===== config.mk =====
export PLATFORM = sky130hd
export DESIGN_NAME = ccpt_ram
export DESIGN_NICKNAME = d
export VERILOG_FILES = /design/src/sv/ccpt_ram.sv
export SDC_FILE = /design/constraint.sdc
export NUM_CORES = 2
export LEC_CHECK = 0
export BUFFER_PORTS_ARGS = -buffer_cell sky130_fd_sc_hd__buf_2
export CORE_MARGIN = 1
export CORE_UTILIZATION = 54
export CTS_BUF_LIST = sky130_fd_sc_hd__clkbuf_8
export CTS_CLUSTER_SIZE = 14
export DETAILED_ROUTE_END_ITERATION = 10
export PLACE_DENSITY = 0.71
export SLEW_MARGIN = 20
export SYNTH_ARGS = -nofsm -noshare
export SYNTH_HDL_FRONTEND = slang
export SYNTH_SLANG_ARGS = --single-unit

===== constraint.sdc =====
create_clock -name aclk -period 2.8 [get_ports aclk]
set_clock_uncertainty 0.1 [all_clocks]
set_input_delay 0.28 -clock aclk [delete_from_list [all_inputs] [get_ports aclk]]
set_output_delay 0.28 -clock aclk [all_outputs]
set_load 0.02 [all_outputs]

===== src/sv/ccpt_ram.sv =====
// Simple dual-port synchronous RAM, one write and one registered read port.
// Used for the member store and the class start table; no dependencies.
module ccpt_ram #(
    parameter int DATA_W = 8,
    parameter int DEPTH = 256
) (
    input  logic                      aclk,
    input  logic                      we,
    input  logic [$clog2(DEPTH)-1:0]  waddr,
    input  logic [DATA_W-1:0]         wdata,
    input  logic [$clog2(DEPTH)-1:0]  raddr,
    output logic [DATA_W-1:0]         rdata
);

    logic [DATA_W-1:0] mem [DEPTH];

    always_ff @(posedge aclk) begin
        if (we) begin
            mem[waddr] <= wdata;
        end
        rdata <= mem[raddr];
    end

endmodule


==> impl_summary.md <==
Global route
Entering global routing, the biggest net connects 110 pins. The initial antenna violation count is 9. The global-route usage over all layers is 0.267. The first global-routing pass estimated between 200000 and 300000 um of wire.

The via count of the first global-routing pass is roughly 42000. The leftover overflow at the end of global routing is 0.

Floorplanning
The total core area is about 150000 um^2. The die covers around 150000 um^2. The boundary pin count is 34. The die is roughly 390 um wide. From bottom edge to top edge, the die measures ~390 um. For this configuration, the core starts out at a cell density of 0.545. After floorplanning, the core was divided into 140 placement rows.

Drt
The detailed router placed ~42000 vias in this run. The average wire per standard cell is approximately 30 um. The count of nets left with antenna violations once routing finished came out at 0. For this block, the initial DRC count from the detailed router was ~5500. For this run, design rule violations remaining after detail routing come to 0. The via-per-instance ratio is between 6 and 7. For this block, the routed nets add up to 196000 um of wire. The number of detailed-routing iterations run before antenna repair is 7.

Worst hold path
The tightest min-delay check is of the primary input to register type. The worst hold path begins at waddr[7]. The number of cells on the worst hold path is 5.

Place
The last weighted congestion value of the routability-driven placer is around 0.87. The quantity of I/O buffers inserted on ports is 33. After legalization and detailed placement, the total HPWL measured around 130000 um.

Status
The run finished with clean final reports.

Synthesis
The fraction of post-synthesis cell area in the top cell type by area is 0.773. After synthesis, the most frequently instantiated cells are edfxtp_1, mux4_2, nor2_1. When the netlist entered floorplanning its net count stood at around 3800. The cell area after technology mapping is 79600 um^2. For this run, the leading register cell type out of synthesis is edfxtp_1. The number of distinct library cells after synthesis is 55. Synthesis produced ~3700 cells. Averaged over all synthesized cells, the footprint is roughly 21 um^2.

The most numerous cell in the Yosys netlist is edfxtp_1. The post-synthesis register bit count is 2056. edfxtp_1 takes more of the synthesized area than any other cell. Ranked by total cell area, the synthesized netlist is headed by edfxtp_1, mux4_2, mux2i_1. The number of flops mapped to enable cells by yosys is 2048. For this run, the register share of the synthesized area comes to 0.775.

The async set-reset flop share out of synthesis is 0. During synthesis, Yosys emitted a total of 0 warnings.

Clock tree
The count of clock tree sinks is approximately 2100. The level count of the clock H-tree is 5. The tree is rooted in a clkbuf_8. The clock tree from TritonCTS is done. The number of clock buffers added by TritonCTS is around 330. The deepest clock path buffer count is 4. The clock transition at the registers of the reported paths is roughly 0.06 ns. Clock latency on the worst-skew pair, taken at its later pin, is approximately 1.1 ns.

Critical path
Together, buffers and inverters on the worst path number 1. The critical path depth is 6. On the critical path, the stage with the largest delay is an instance of nor4_1. The source of the worst register-to-register timing path is mem[82][2]$_DFFE_PP_. Walking the worst path, the cells encountered are mux4_2, mux4_2, nor2b_1, nor4_1, buf_4, nor4_2. STA classifies the critical path endpoint as a register. The worst setup slack for register-to-register paths is 0.08 ns.

The largest single stage delay on the critical path is roughly 0.64 ns. The most critical setup path has its startpoint at mem[82][2]$_DFFE_PP_. The cell family with the largest share of critical-path delay is multiplexers. The data required time of the worst path is approximately 3.6 ns. The critical path start-end classification is register to register. The type of element launching the critical path is a register. The worst-case reg-to-reg path depth is 6. The most numerous cell type found on the critical path is mux4_2. The arrival time at the worst endpoint is between 3 and 4 ns. The maximum net fanout on the critical path is 1.

STA
The count of pins over their slew limit is 0. The final worst-path cycle share is 0.971. The shortest clock period the worst path allows after layout is between 2 and 3 ns.

Setup violations remaining at the end of the flow were counted as 0. For the final routed database, the setup TNS stands at 0 ns. The number of failing hold endpoints at the final stage is 0. The transition time at the pin with the least slew margin is roughly 0.90 ns.

Setup repair after global routing left no endpoint under its margin. The highest attainable clock frequency is roughly 370 MHz. The worst pin sits at a relative slew slack of 0.401.

Power
The relative contribution of sequential cells to total power is 0.559. Summed over all cells, the static leakage comes to 30.3 nW. After layout, the design draws a total of between 60 and 70 mW. The worst voltage drop across the vdd grid is 0.549 mV. For this design the total switching power over the nets is between 10 and 15 mW. The switching share of total power is 0.222. The share of total power dissipated in combinational logic is 0.057. The cell internal power dissipation is between 40 and 50 mW. The share of total power dissipated in the clock network is 0.384. Dividing total power by cell area gives a power density of 659 nW/um^2.

Final layout
The area growth from synthesis to final layout is 16.1%. The number of nets in the finished design is between 4000 and 5000. The proportion of layout cells with a drive suffix above 1 is 0.319.

Job
Across the run, the number of max-cap violations was 0.
==> layer usage <==
| layer | vias to the layer above | GRT usage | part of all wire |
|---|---|---|---|
| li1 | 17265 | - | - |
| met1 | 21702 | 0.388 | 0.39 |
| met2 | 2465 | 0.402 | 0.47 |
| met3 | 388 | 0.0593 | 0.11 |
| met4 | 10 | 0.0997 | 0.034 |
| met5 | - | 0 | 0.00028 |
==> power groups by stage <==
stage	Clock, mW	Sequential (mW)	Combinational [mW]
global route	25.1	34.0	3.61
floorplan	0	34.6	1.65
detailed placement	0	34.6	3.41
global placement	0	34.6	3.35
CTS	23.7	34.0	3.44
finish	23.4	34.0	3.44
==> tightest hold or removal path, delay by kind of cell <==
family	cells	cell delay [ns]
buffers and inverters	3	0.58
AND/OR/NAND/NOR	2	0.23
==> cell families after synthesis <==
kind of cell	count (synthesis)	share of synthesized area
simple gates	466	0.0263
compound gates	385	0.0342
buf+inv	235	0.0183
mux	591	0.146
flops	2056	0.775
==> worst paths after layout <==
kind,to
worst max-delay path,rdata[2]$_DFF_P_
worst min-delay path,mem[248][6]$_DFFE_PP_
worst max register to register,rdata[2]$_DFF_P_
worst min register to register,rdata[5]$_DFF_P_
==> layout make-up <==
cell class | count | area [um^2]
clock inverters | 232 | 1180
multi-input cells | 1442 | 16500
inverters | 2 | 7.51
diodes | 3 | 7.51
clock buffers | 340 | 4680
flip-flops and latches | 2056 | 61700
repair buffers | 655 | 5910
well taps | 1917 | 2400
fillers | 9704 | 53600
==> cell usage in the layout (no fill, tap or decap), types with 13 or more instances in the layout <==
cell           Yosys  routed
a211oi_1          16      16
a221oi_1          13      13
edfxtp_1        2048    2048
nor3_1            22      22
mux2i_1          134     134
nor2b_1           31      28
dlygate4sd3_1      0      19
buf_4             27     529
buf_12             8      75
clkinv_1           1      82
clkbuf_8           0     347
a21oi_1           96      96
o22ai_1           28      28
nor2_1           282     279
buf_2             31      22
inv_1              1      91
mux4_2           454     454
nor4_1            24      24
nand3_1           34      34
nand2_1           33      33
clkinv_2           0      41
o221ai_1          46      46
a22oi_1          133     133
==> sequential cells by signal (all words and copies together), names as in the netlist <==
register,cells
mem,2048
rdata,8
==> timing repair <==
action / in CTS / in global routing
setup buffers: 0 / 0
hold buffers: 19 / 0
resized for setup: 0 / 0
hold endpoints to repair: 1722 / 0
==> per-stage QoR <==
stage	setup slack [ns]	instances	utilization	instance area (um^2)	hold WS, ns
finish	0.0816	6647	0.633	92300	0.114
global placement	-0.519	6053	0.591	86300	0.669
CTS	0.0738	6644	0.633	92300	0.0204
global route	0.0907	6646	0.633	92300	0.113
detailed placement	-0.486	6053	0.591	86300	0.693
floorplan	0.482	3733	-	79600	0.279
(Power assumes the default switching activity.)
